**config.mk**
```make
export PLATFORM = sky130hd
export DESIGN_NAME = linear_recurrence_mod_power_flat
export DESIGN_NICKNAME = d
export VERILOG_FILES = /design/src/hdl/lrmp_pkg.sv /design/src/hdl/lrmp_if.sv /design/src/hdl/lrmp_modmul.sv /design/src/hdl/lrmp_datapath.sv /design/src/hdl/lrmp_ctrl.sv /design/src/hdl/linear_recurrence_mod_power.sv /design/src/flat_wrapper.sv
export SDC_FILE = /design/constraint.sdc
export NUM_CORES = 2
export LEC_CHECK = 0
export BUFFER_PORTS_ARGS = -buffer_cell sky130_fd_sc_hd__buf_2
export CORE_ASPECT_RATIO = 0.9
export CORE_MARGIN = 8
export CORE_UTILIZATION = 40
export DETAILED_ROUTE_END_ITERATION = 8
export GPL_TIMING_DRIVEN = 0
export SYNTH_ARGS = -nofsm -noshare
export SYNTH_HDL_FRONTEND = slang
export SYNTH_SLANG_ARGS = --single-unit
```
**constraint.sdc**
```tcl
create_clock -name clk -period 21.4 [get_ports clk]
set_clock_uncertainty 0.05 [all_clocks]
set_input_delay 2.14 -clock clk [delete_from_list [all_inputs] [get_ports clk]]
set_output_delay 2.14 -clock clk [all_outputs]
set_load 0.01 [all_outputs]
```
**src/hdl/lrmp_pkg.sv**
```systemverilog
`timescale 1ns / 1ps
// Shared types and constants for the linear recurrence term engine.
// No dependencies; every other file in hdl/ refers to this package by scoped name.

package lrmp_pkg;

	localparam int VAL_W   = 30;
	localparam int INDEX_W = 64;
	localparam int PADDR_W = 4;
	localparam int PDATA_W = 32;
	localparam int PROD_W  = 3;

	typedef logic [VAL_W-1:0]      lrmp_val_t;
	typedef logic [3:0][VAL_W-1:0] lrmp_mat_t;

	localparam lrmp_val_t PRIME = 30'd998244353;
	localparam logic [31:0] PRIME_X2 = 32'd1996488706;

	// Barrett constant floor(2^60 / PRIME), needs 31 bits
	localparam logic [63:0] MU_WIDE    = (64'd1 << 60) / 64'd998244353;
	localparam logic [30:0] BARRETT_MU = MU_WIDE[30:0];

	localparam lrmp_val_t RST_COEF_PREV      = 30'd8;
	localparam lrmp_val_t RST_COEF_PREV_PREV = 30'd998244349;
	localparam lrmp_val_t RST_TERM_ONE       = 30'd6;
	localparam lrmp_val_t RST_TERM_ZERO      = 30'd1;

	// index of the last product of a 2x2 matrix product, and of the final dot product
	localparam logic [PROD_W-1:0] LAST_MAT_PROD = 3'd7;
	localparam logic [PROD_W-1:0] LAST_FIN_PROD = 3'd1;

	typedef enum logic [1:0] {
		REG_COEF_PREV      = 2'd0,
		REG_COEF_PREV_PREV = 2'd1,
		REG_TERM_ONE       = 2'd2,
		REG_TERM_ZERO      = 2'd3
	} lrmp_reg_t;

	typedef enum logic [1:0] {
		OP_ACC_BASE,
		OP_BASE_SQ,
		OP_FINAL
	} lrmp_op_t;

	typedef enum logic [2:0] {
		ST_IDLE,
		ST_CHECK,
		ST_AB_ISSUE,
		ST_AB_DRAIN,
		ST_SQ_ISSUE,
		ST_SQ_DRAIN,
		ST_FIN_ISSUE,
		ST_FIN_DRAIN
	} lrmp_state_t;

	typedef struct packed {
		lrmp_val_t coef_prev;
		lrmp_val_t coef_prev_prev;
		lrmp_val_t term_one;
		lrmp_val_t term_zero;
	} lrmp_cfg_t;

	typedef struct packed {
		logic              load;
		logic              issue;
		lrmp_op_t          op;
		logic [PROD_W-1:0] prod;
		logic              commit_acc;
		logic              commit_base;
		logic              shift;
		logic              out_load;
	} lrmp_cmd_t;

	typedef struct packed {
		logic e_zero;
		logic e_one;
		logic e_lsb;
		logic busy;
	} lrmp_stat_t;

endpackage

```
**src/hdl/lrmp_if.sv**
```systemverilog
`timescale 1ns / 1ps
// Valid/ready channel interfaces for the index request and the term result.
// Depends on lrmp_pkg for field widths.

interface lrmp_index_if;
	logic                             valid;
	logic                             ready;
	logic [lrmp_pkg::INDEX_W-1:0]     index;

	modport source (output valid, output index, input ready);
	modport sink   (input valid, input index, output ready);
endinterface

interface lrmp_term_if;
	logic                valid;
	logic                ready;
	lrmp_pkg::lrmp_val_t term_value;

	modport source (output valid, output term_value, input ready);
	modport sink   (input valid, input term_value, output ready);
endinterface

```
**src/hdl/lrmp_modmul.sv**
```systemverilog
`timescale 1ns / 1ps
// Five-stage modular multiplier: 30x30 product, Barrett reduction by the fixed prime.
// Depends on lrmp_pkg. Accepts one product per cycle and carries a tag alongside.

module lrmp_modmul (
	input  logic                            clk,
	input  logic                            arst_n,
	input  logic                            in_valid,
	input  lrmp_pkg::lrmp_val_t             a,
	input  lrmp_pkg::lrmp_val_t             b,
	input  logic [lrmp_pkg::PROD_W-1:0]     tag,
	output logic                            res_valid,
	output lrmp_pkg::lrmp_val_t             res,
	output logic [lrmp_pkg::PROD_W-1:0]     res_tag,
	output logic                            busy
);

	logic v_s1, v_s2, v_s3, v_s4, v_s5;
	logic [lrmp_pkg::PROD_W-1:0] tag_s1, tag_s2, tag_s3, tag_s4, tag_s5;
	logic [59:0] prod_s1;
	logic [30:0] quot_s2;
	logic [31:0] xlo_s2, xlo_s3;
	logic [31:0] qp_s3;
	logic [31:0] rem_s4;
	lrmp_pkg::lrmp_val_t res_s5;

	logic [61:0] quot_full;
	logic [60:0] qp_full;
	logic [31:0] rem_fix;

	assign quot_full = 62'(prod_s1[59:29]) * 62'(lrmp_pkg::BARRETT_MU);
	assign qp_full   = 61'(quot_s2) * 61'(lrmp_pkg::PRIME);

	// Barrett leaves the remainder below three times the prime
	always_comb begin
		priority if (rem_s4 >= lrmp_pkg::PRIME_X2) begin
			rem_fix = rem_s4 - lrmp_pkg::PRIME_X2;
		end else if (rem_s4 >= 32'(lrmp_pkg::PRIME)) begin
			rem_fix = rem_s4 - 32'(lrmp_pkg::PRIME);
		end else begin
			rem_fix = rem_s4;
		end
	end

	always_ff @(posedge clk or negedge arst_n) begin
		if (!arst_n) begin
			v_s1 <= 1'b0;
			v_s2 <= 1'b0;
			v_s3 <= 1'b0;
			v_s4 <= 1'b0;
			v_s5 <= 1'b0;
		end else begin
			v_s1 <= in_valid;
			v_s2 <= v_s1;
			v_s3 <= v_s2;
			v_s4 <= v_s3;
			v_s5 <= v_s4;
		end
	end

	always_ff @(posedge clk) begin
		prod_s1 <= 60'(a) * 60'(b);
		tag_s1  <= tag;
		quot_s2 <= quot_full[61:31];
		xlo_s2  <= prod_s1[31:0];
		tag_s2  <= tag_s1;
		qp_s3   <= qp_full[31:0];
		xlo_s3  <= xlo_s2;
		tag_s3  <= tag_s2;
		// only the low 32 bits matter: the true difference is below 2^32
		rem_s4  <= xlo_s3 - qp_s3;
		tag_s4  <= tag_s3;
		res_s5  <= rem_fix[lrmp_pkg::VAL_W-1:0];
		tag_s5  <= tag_s4;
	end

	assign res_valid = v_s5;
	assign res       = res_s5;
	assign res_tag   = tag_s5;
	assign busy      = v_s1 | v_s2 | v_s3 | v_s4 | v_s5;

endmodule

```
**src/hdl/lrmp_datapath.sv**
```systemverilog
`timescale 1ns / 1ps
// Datapath: accumulator and base matrices, exponent register, product scratch and result.
// Depends on lrmp_pkg and lrmp_modmul; driven by lrmp_ctrl through lrmp_cmd_t.

module lrmp_datapath #(
	parameter int INDEX_BITS = 64
) (
	input  logic                            clk,
	input  logic                            arst_n,
	input  logic [lrmp_pkg::INDEX_W-1:0]    index,
	input  lrmp_pkg::lrmp_cfg_t             cfg,
	input  lrmp_pkg::lrmp_cmd_t             cmd,
	output lrmp_pkg::lrmp_stat_t            stat,
	output lrmp_pkg::lrmp_val_t             term_value
);

	function automatic lrmp_pkg::lrmp_val_t reduce(input lrmp_pkg::lrmp_val_t v);
		return (v >= lrmp_pkg::PRIME) ? lrmp_pkg::lrmp_val_t'(v - lrmp_pkg::PRIME) : v;
	endfunction

	function automatic lrmp_pkg::lrmp_val_t add_mod(input lrmp_pkg::lrmp_val_t x,
			input lrmp_pkg::lrmp_val_t y);
		logic [lrmp_pkg::VAL_W:0] s;
		s = {1'b0, x} + {1'b0, y};
		return (s >= {1'b0, lrmp_pkg::PRIME}) ?
			lrmp_pkg::lrmp_val_t'(s - {1'b0, lrmp_pkg::PRIME}) : s[lrmp_pkg::VAL_W-1:0];
	endfunction

	lrmp_pkg::lrmp_mat_t acc_q, base_q, prod_q;
	lrmp_pkg::lrmp_val_t term_one_q, term_zero_q, partial_q, out_q;
	logic [INDEX_BITS-1:0] exp_q;
	logic [INDEX_BITS-1:0] n;

	lrmp_pkg::lrmp_val_t opa, opb;
	logic [1:0] row_sel, col_sel;
	logic mm_valid, mm_busy;
	lrmp_pkg::lrmp_val_t mm_res;
	logic [lrmp_pkg::PROD_W-1:0] mm_tag;

	assign n = index[INDEX_BITS-1:0];

	// product k of X*Y: entry {i,j} = k[2:1], inner term m = k[0]; X[i][m] * Y[m][j]
	assign row_sel = {cmd.prod[2], cmd.prod[0]};
	assign col_sel = {cmd.prod[0], cmd.prod[1]};

	always_comb begin
		unique case (cmd.op)
			lrmp_pkg::OP_ACC_BASE: begin
				opa = acc_q[row_sel];
				opb = base_q[col_sel];
			end
			lrmp_pkg::OP_BASE_SQ: begin
				opa = base_q[row_sel];
				opb = base_q[col_sel];
			end
			lrmp_pkg::OP_FINAL: begin
				opa = acc_q[{1'b0, cmd.prod[0]}];
				opb = cmd.prod[0] ? term_zero_q : term_one_q;
			end
			default: begin
				opa = '0;
				opb = '0;
			end
		endcase
	end

	lrmp_modmul u_modmul (
		.clk       (clk),
		.arst_n    (arst_n),
		.in_valid  (cmd.issue),
		.a         (opa),
		.b         (opb),
		.tag       (cmd.prod),
		.res_valid (mm_valid),
		.res       (mm_res),
		.res_tag   (mm_tag),
		.busy      (mm_busy)
	);

	always_ff @(posedge clk) begin
		if (cmd.load) begin
			// index zero picks term_zero through the final dot product
			if (n == '0) begin
				acc_q <= {lrmp_pkg::VAL_W'(0), lrmp_pkg::VAL_W'(0),
					lrmp_pkg::VAL_W'(1), lrmp_pkg::VAL_W'(0)};
				exp_q <= '0;
			end else begin
				acc_q <= {lrmp_pkg::VAL_W'(1), lrmp_pkg::VAL_W'(0),
					lrmp_pkg::VAL_W'(0), lrmp_pkg::VAL_W'(1)};
				exp_q <= n - INDEX_BITS'(1);
			end
			base_q <= {lrmp_pkg::VAL_W'(0), lrmp_pkg::VAL_W'(1),
				reduce(cfg.coef_prev_prev), reduce(cfg.coef_prev)};
			term_one_q  <= reduce(cfg.term_one);
			term_zero_q <= reduce(cfg.term_zero);
		end else begin
			if (cmd.commit_acc) begin
				acc_q <= prod_q;
			end
			if (cmd.commit_base) begin
				base_q <= prod_q;
			end
			if (cmd.shift) begin
				exp_q <= exp_q >> 1;
			end
		end
		// even tag opens an entry, odd tag closes it
		if (mm_valid) begin
			if (!mm_tag[0]) begin
				partial_q <= mm_res;
			end else begin
				prod_q[mm_tag[2:1]] <= add_mod(partial_q, mm_res);
			end
		end
		if (cmd.out_load) begin
			out_q <= prod_q[0];
		end
	end

	assign stat.e_zero = (exp_q == '0);
	assign stat.e_one  = (exp_q == INDEX_BITS'(1));
	assign stat.e_lsb  = exp_q[0];
	assign stat.busy   = mm_busy;
	assign term_value  = out_q;

endmodule

```
**src/hdl/lrmp_ctrl.sv**
```systemverilog
`timescale 1ns / 1ps
// Controller: walks the exponent bits, issues matrix products and hands off the result.
// Depends on lrmp_pkg; talks to lrmp_datapath through lrmp_cmd_t and lrmp_stat_t.

module lrmp_ctrl (
	input  logic                 clk,
	input  logic                 arst_n,
	input  logic                 in_valid,
	output logic                 in_ready,
	output logic                 out_valid,
	input  logic                 out_ready,
	input  lrmp_pkg::lrmp_stat_t stat,
	output lrmp_pkg::lrmp_cmd_t  cmd
);

	lrmp_pkg::lrmp_state_t state_q, state_d;
	logic [lrmp_pkg::PROD_W-1:0] cnt_q;
	logic out_valid_q;
	logic out_free;

	assign out_free  = !out_valid_q || out_ready;
	assign out_valid = out_valid_q;

	always_comb begin
		state_d = state_q;
		unique case (state_q)
			lrmp_pkg::ST_IDLE: begin
				if (in_valid) state_d = lrmp_pkg::ST_CHECK;
			end
			lrmp_pkg::ST_CHECK: begin
				priority if (stat.e_zero) state_d = lrmp_pkg::ST_FIN_ISSUE;
				else if (stat.e_lsb) state_d = lrmp_pkg::ST_AB_ISSUE;
				else state_d = lrmp_pkg::ST_SQ_ISSUE;
			end
			lrmp_pkg::ST_AB_ISSUE: begin
				if (cnt_q == lrmp_pkg::LAST_MAT_PROD) state_d = lrmp_pkg::ST_AB_DRAIN;
			end
			lrmp_pkg::ST_AB_DRAIN: begin
				// last exponent bit: the square would go unused
				if (!stat.busy) begin
					state_d = stat.e_one ? lrmp_pkg::ST_CHECK : lrmp_pkg::ST_SQ_ISSUE;
				end
			end
			lrmp_pkg::ST_SQ_ISSUE: begin
				if (cnt_q == lrmp_pkg::LAST_MAT_PROD) state_d = lrmp_pkg::ST_SQ_DRAIN;
			end
			lrmp_pkg::ST_SQ_DRAIN: begin
				if (!stat.busy) state_d = lrmp_pkg::ST_CHECK;
			end
			lrmp_pkg::ST_FIN_ISSUE: begin
				if (cnt_q == lrmp_pkg::LAST_FIN_PROD) state_d = lrmp_pkg::ST_FIN_DRAIN;
			end
			lrmp_pkg::ST_FIN_DRAIN: begin
				if (!stat.busy && out_free) state_d = lrmp_pkg::ST_IDLE;
			end
			default: state_d = lrmp_pkg::ST_IDLE;
		endcase
	end

	always_comb begin
		cmd      = '0;
		cmd.op   = lrmp_pkg::OP_ACC_BASE;
		cmd.prod = cnt_q;
		in_ready = 1'b0;
		unique case (state_q)
			lrmp_pkg::ST_IDLE: begin
				in_ready = 1'b1;
				cmd.load = in_valid;
			end
			lrmp_pkg::ST_CHECK: begin
			end
			lrmp_pkg::ST_AB_ISSUE: begin
				cmd.issue = 1'b1;
				cmd.op    = lrmp_pkg::OP_ACC_BASE;
			end
			lrmp_pkg::ST_AB_DRAIN: begin
				if (!stat.busy) begin
					cmd.commit_acc = 1'b1;
					cmd.shift      = stat.e_one;
				end
			end
			lrmp_pkg::ST_SQ_ISSUE: begin
				cmd.issue = 1'b1;
				cmd.op    = lrmp_pkg::OP_BASE_SQ;
			end
			lrmp_pkg::ST_SQ_DRAIN: begin
				if (!stat.busy) begin
					cmd.commit_base = 1'b1;
					cmd.shift       = 1'b1;
				end
			end
			lrmp_pkg::ST_FIN_ISSUE: begin
				cmd.issue = 1'b1;
				cmd.op    = lrmp_pkg::OP_FINAL;
			end
			lrmp_pkg::ST_FIN_DRAIN: begin
				cmd.out_load = !stat.busy && out_free;
			end
			default: begin
			end
		endcase
	end

	always_ff @(posedge clk or negedge arst_n) begin
		if (!arst_n) begin
			state_q     <= lrmp_pkg::ST_IDLE;
			cnt_q       <= '0;
			out_valid_q <= 1'b0;
		end else begin
			state_q <= state_d;
			// wraps to zero after the last product of a matrix
			cnt_q   <= cmd.issue ? cnt_q + 1'b1 : '0;
			if (cmd.out_load) begin
				out_valid_q <= 1'b1;
			end else if (out_ready) begin
				out_valid_q <= 1'b0;
			end
		end
	end

endmodule

```
**src/hdl/linear_recurrence_mod_power.sv**
```systemverilog
`timescale 1ns / 1ps
// Returns term n of a(n) = coef_prev*a(n-1) + coef_prev_prev*a(n-2) modulo 998244353,
// by square-and-multiply of the 2x2 companion matrix over the low INDEX_BITS bits of
// the index. One index is worked on at a time; its result waits in an output register
// so the next index can be taken before the result is collected. Indexes zero and one
// go straight to the final dot product. An index n >= 2 takes one matrix product for
// every bit of n-1 and one more for every set bit below the top one, then the final
// dot product; a result not yet collected holds the next index back before its own
// result is loaded. Matrix and dot products run on the single shared five-stage
// modular multiplier, which takes one product a cycle: eight per matrix product, then
// a drain of its pipeline before the matrix is committed. Configuration registers
// (APB, byte address 4*i) are to be written only while the block is idle; the block
// itself does not enforce this.

module linear_recurrence_mod_power #(
	parameter int INDEX_BITS = 64
) (
	input  logic                           clk,
	input  logic                           arst_n,
	input  logic                           psel,
	input  logic                           penable,
	input  logic                           pwrite,
	input  logic [lrmp_pkg::PADDR_W-1:0]   paddr,
	input  logic [lrmp_pkg::PDATA_W-1:0]   pwdata,
	output logic [lrmp_pkg::PDATA_W-1:0]   prdata,
	output logic                           pready,
	lrmp_index_if.sink                     index_chan,
	lrmp_term_if.source                    term_chan
);

	lrmp_pkg::lrmp_cfg_t  cfg_q;
	lrmp_pkg::lrmp_cmd_t  cmd;
	lrmp_pkg::lrmp_stat_t stat;
	lrmp_pkg::lrmp_reg_t  reg_sel;
	logic                 cfg_wr;

	assign pready  = 1'b1;
	assign cfg_wr  = psel && penable && pwrite;
	assign reg_sel = lrmp_pkg::lrmp_reg_t'(paddr[3:2]);

	always_ff @(posedge clk or negedge arst_n) begin
		if (!arst_n) begin
			cfg_q.coef_prev      <= lrmp_pkg::RST_COEF_PREV;
			cfg_q.coef_prev_prev <= lrmp_pkg::RST_COEF_PREV_PREV;
			cfg_q.term_one       <= lrmp_pkg::RST_TERM_ONE;
			cfg_q.term_zero      <= lrmp_pkg::RST_TERM_ZERO;
		end else if (cfg_wr) begin
			unique case (reg_sel)
				lrmp_pkg::REG_COEF_PREV:
					cfg_q.coef_prev <= pwdata[lrmp_pkg::VAL_W-1:0];
				lrmp_pkg::REG_COEF_PREV_PREV:
					cfg_q.coef_prev_prev <= pwdata[lrmp_pkg::VAL_W-1:0];
				lrmp_pkg::REG_TERM_ONE:
					cfg_q.term_one <= pwdata[lrmp_pkg::VAL_W-1:0];
				lrmp_pkg::REG_TERM_ZERO:
					cfg_q.term_zero <= pwdata[lrmp_pkg::VAL_W-1:0];
				default: begin
				end
			endcase
		end
	end

	always_comb begin
		unique case (reg_sel)
			lrmp_pkg::REG_COEF_PREV:      prdata = lrmp_pkg::PDATA_W'(cfg_q.coef_prev);
			lrmp_pkg::REG_COEF_PREV_PREV: prdata = lrmp_pkg::PDATA_W'(cfg_q.coef_prev_prev);
			lrmp_pkg::REG_TERM_ONE:       prdata = lrmp_pkg::PDATA_W'(cfg_q.term_one);
			lrmp_pkg::REG_TERM_ZERO:      prdata = lrmp_pkg::PDATA_W'(cfg_q.term_zero);
			default:                      prdata = '0;
		endcase
	end

	lrmp_ctrl u_ctrl (
		.clk       (clk),
		.arst_n    (arst_n),
		.in_valid  (index_chan.valid),
		.in_ready  (index_chan.ready),
		.out_valid (term_chan.valid),
		.out_ready (term_chan.ready),
		.stat      (stat),
		.cmd       (cmd)
	);

	lrmp_datapath #(
		.INDEX_BITS (INDEX_BITS)
	) u_datapath (
		.clk        (clk),
		.arst_n     (arst_n),
		.index      (index_chan.index),
		.cfg        (cfg_q),
		.cmd        (cmd),
		.stat       (stat),
		.term_value (term_chan.term_value)
	);

endmodule
```
**src/flat_wrapper.sv**
```systemverilog
// flat-port wrapper written by rule: the top's interface ports become plain ports
module linear_recurrence_mod_power_flat 
#(
	parameter int INDEX_BITS = 64
)
  (clk, arst_n, psel, penable, pwrite, paddr, pwdata, prdata, pready, index_chan_valid, index_chan_index, index_chan_ready, term_chan_valid, term_chan_term_value, term_chan_ready);
  lrmp_index_if index_chan_i ();
  lrmp_term_if term_chan_i ();
  input  logic clk;
  input  logic arst_n;
  input  logic psel;
  input  logic penable;
  input  logic pwrite;
  input  logic [lrmp_pkg::PADDR_W-1:0] paddr;
  input  logic [lrmp_pkg::PDATA_W-1:0] pwdata;
  output logic [lrmp_pkg::PDATA_W-1:0] prdata;
  output logic pready;
  input wire logic [$bits(index_chan_i.valid)-1:0] index_chan_valid;
  input wire logic [$bits(index_chan_i.index)-1:0] index_chan_index;
  output wire logic [$bits(index_chan_i.ready)-1:0] index_chan_ready;
  output wire logic [$bits(term_chan_i.valid)-1:0] term_chan_valid;
  output wire logic [$bits(term_chan_i.term_value)-1:0] term_chan_term_value;
  input wire logic [$bits(term_chan_i.ready)-1:0] term_chan_ready;
  assign index_chan_i.valid = index_chan_valid;
  assign index_chan_i.index = index_chan_index;
  assign index_chan_ready = index_chan_i.ready;
  assign term_chan_valid = term_chan_i.valid;
  assign term_chan_term_value = term_chan_i.term_value;
  assign term_chan_i.ready = term_chan_ready;
  linear_recurrence_mod_power #(.INDEX_BITS(INDEX_BITS)) u_core (.clk(clk), .arst_n(arst_n), .psel(psel), .penable(penable), .pwrite(pwrite), .paddr(paddr), .pwdata(pwdata), .prdata(prdata), .pready(pready), .index_chan(index_chan_i), .term_chan(term_chan_i));
endmodule
```
==> results_dict.tcl <==
set metrics [dict create \
    portBuffers 162 \
    reg2regPathDepth 33 \
    htree_levels 3 \
    power_density_nw_per_um2 45.2 \
    core_um2 208000 \
    drtPass1Iterations 8 \
    yosys_most_used_dff "edfxtp_1" \
    p_sw_share_pct 24.1 \
    antenna_left 0 \
    pwr-share-comb_pct 6.1 \
    clkTransAtPathRegs_ns 0.06 \
    synth_enable_flop_cells 484 \
    finalCritPeriodShare_pct 69.2 \
    yosys.area.top_type "fa_1" \
    grt_usage_pct 26.6 \
    overflow 0 \
    ys_types 82 \
    cts_tree "done" \
    period_minus_slack_ns 14.82 \
    vias 61215 \
    nFillCells 19760 \
    ys_warn_count 0 \
    cts_resized 0 \
    fin_setup_tns_ns 0 \
    peakVddDrop_mv 0.0634 \
    fin_cells 11134 \
    ios 172 \
    critPathLaunchType "flop" \
    cp_slowest_stage_delay_ns 1.19 \
    synth_seq_area_share_pct 29.1 \
    die_area_um2 224000 \
    yosys-top-cells-area "fa_1 (25%), edfxtp_1 (17%), ha_1 (11%)" \
    fmax_ghz 0.0675 \
    finalPower_mw 4.17 \
    layout-drive-gt1-share_pct 8.47 \
    end_kind "flop" \
    cts_root_buf "clkbuf_16" \
    synthTopCellsByCount "inv_1 (1335), fa_1 (1049), nand2_1 (838), ha_1 (759), nor2_1 (573)" \
    maxCapViolCount 8 \
    worst_pin_slew_ns 1.62 \
    p_int_mw 3.17 \
    numCtsBuffers 99 \
    arrival_ns 15.36 \
    die_w_um 498 \
    insertion_delay_ns 0.77 \
    drcViolationCount 0 \
    syn-cell-area_um2 83700 \
    place.gp.congestion 1.05 \
    cp.required_ns 21.94 \
    hold_violations 0 \
    ys_ff_latch 940 \
    cp_slowest_cell "o21ai_0" \
    finalNetCount 10214 \
    failed_checks "max-capacitance violations, max-slew violations" \
    synth_most_common_cell "inv_1" \
    drtIter0Drc 5266 \
    grt_pass1_wl_mm 437 \
    critPathBufInv 10 \
    cts_buffer_depth 3 \
    critical_path_class "reg -> reg" \
    avgSynthCellArea_um2 10.5 \
    grt_start_max_net_pins 90 \
    wl_per_cell_um 27.2 \
    seqPwrFrac_pct 49.2 \
    hpwl_mm 250 \
    critPathMaxFanout 10 \
    power.switching_mw 1.00 \
    p_leak_nw 41.0 \
    antenna_found_initial 26 \
    slew-limit-headroom_pct -9.11 \
    status "complete, but fails checks" \
    rsz0062_at_grt "false" \
    first_global_vias 62734 \
    layout-area-overhead-vs-synth_pct 10.1 \
    critical-path-top-delay-family "adder cells" \
    die_y_um 450 \
    initial_core_util_pct 40.2 \
    numClockSinks 940 \
    drt-total-wl_mm 303 \
    yosys.area.top_type_share_pct 25.1 \
    synthCells 7998 \
    drv_slew 30 \
    cts_hold_buffers 0 \
    dpl.cell_count 10932 \
    std_cell_rows 159 \
    fin_util_pct 44.2 \
    holdPathStages 0 \
    setup_viol 0 \
    cp.depth 33 \
    avgViaCountPerCell 5.50 \
    hp-class "reg -> reg" \
    crit_top_cell "fa_1" \
    clock_power_share_pct 44.6 \
    ys_async_sr_fraction_pct 14.0 \
    cts_setup_buffers 0 \
    whs_ns 0.260 \
]
==> placed cells by master (no fill, tap or decap), drive strengths merged, types with 17 or more instances in the layout <==
cell	instances
a211oi	20
a21o	112
a21oi	226
a31oi	22
and2	53
and3	22
buf	246
clkbuf	380
clkinv	30
dfrtp	101
dfstp	31
dfxtp	324
edfxtp	484
fa	1049
ha	759
inv	1341
mux2	121
mux2i	94
mux4	89
nand2	839
nand2b	60
nand3	65
nand4	43
nor2	573
nor2b	170
nor3	100
nor4	55
o211ai	17
o21a	57
o21ai	145
o21bai	31
o221a	24
o221ai	27
o31ai	65
or2	28
or3	39
or4	23
xnor2	207
xor2	144
==> cell families after synthesis <==
family                     after synthesis  share of synthesized area (%)
DFF                                    940                           29.1
AOI/OAI and AO/OA                      845                           6.76
other                                    2                        0.00897
muxes                                  304                           5.15
xor gates and xnor gates               351                           3.67
adders and majority gates             1808                           36.4
and+or+nand+nor                       2109                           11.5
buffers and inverters                 1639                           7.39
==> stage by stage <==
step                worst slack, ns  cell area, um2
floorplan                     11.22           83700
global placement               6.66           88000
detailed placement             7.03           88500
CTS                            6.94           92100
global route                   6.42           92100
finish                         6.58           92200
==> power by group through the flow <==
stage                     Clock, mW  Sequential, mW  Combinational, mW
final                          1.86            2.05              0.256
after global routing           1.96            2.06              0.272
after CTS                      1.89            2.05              0.255
after detailed placement          0            2.09              0.254
after global placement            0            2.08              0.248
after floorplan                   0            2.04              0.162
==> worst reg2reg max path: cells and delay by family, from the launching register on <==
family | cells | cell delay (ns)
AO/OA/AOI/OAI | 7 | 2.85
XOR/XNOR | 1 | 0.15
adder cells (fa/ha/maj) | 9 | 4.71
buffers and inverters | 10 | 4.73
flip-flops | 1 | 0.48
multiplexers | 1 | 0.59
AND/OR/NAND/NOR | 5 | 1.15
==> registers in the layout, summed over array words and instances, names as in the netlist, 60 cells and up <==
signal,count
u_core.u_datapath.exp_q,64
u_core.u_datapath.prod_q,120
u_core.u_datapath.acc_q,120
u_core.cfg_q,120
u_core.u_datapath.base_q,120
u_core.u_datapath.u_modmul.prod_s1,60
==> layout make-up <==
cell class	count	area, um2	share of cell area [%]
tap	2737	3420	3.72
sequential	940	24400	26.4
antenna	14	35.0	0.0380
multi-input combinational	5420	53300	57.8
timing repair buffer	199	1290	1.40
buffer	304	1180	1.28
inverter	1335	5010	5.44
clock inverter	62	851	0.923
clock buffer	123	2700	2.93
==> path summary, 6_finish.rpt <==
check                                                      start                                     end  slack, ns
min in group asynchronous                                 arst_n                        u_core.cfg_q[10]       1.25
max in group asynchronous                                 arst_n                  u_core.u_ctrl.cnt_q[1]      19.16
min                        u_core.u_datapath.u_modmul.xlo_s2[28]   u_core.u_datapath.u_modmul.xlo_s3[28]       0.26
min reg2reg                u_core.u_datapath.u_modmul.xlo_s2[28]   u_core.u_datapath.u_modmul.xlo_s3[28]       0.26
max                                       u_core.u_ctrl.cnt_q[0]  u_core.u_datapath.u_modmul.prod_s1[56]       6.58
max reg2reg                               u_core.u_ctrl.cnt_q[0]  u_core.u_datapath.u_modmul.prod_s1[56]       6.58
==> per-layer routing <==
metal,vias up,share of wire [%],global-route usage (%)
li1,26721,-,-
met1,31376,43,36.5
met2,2519,44,40.7
met3,585,8.2,5.91
met4,14,5.2,11.2
met5,-,0.033,0
(Power assumes the default switching activity.)
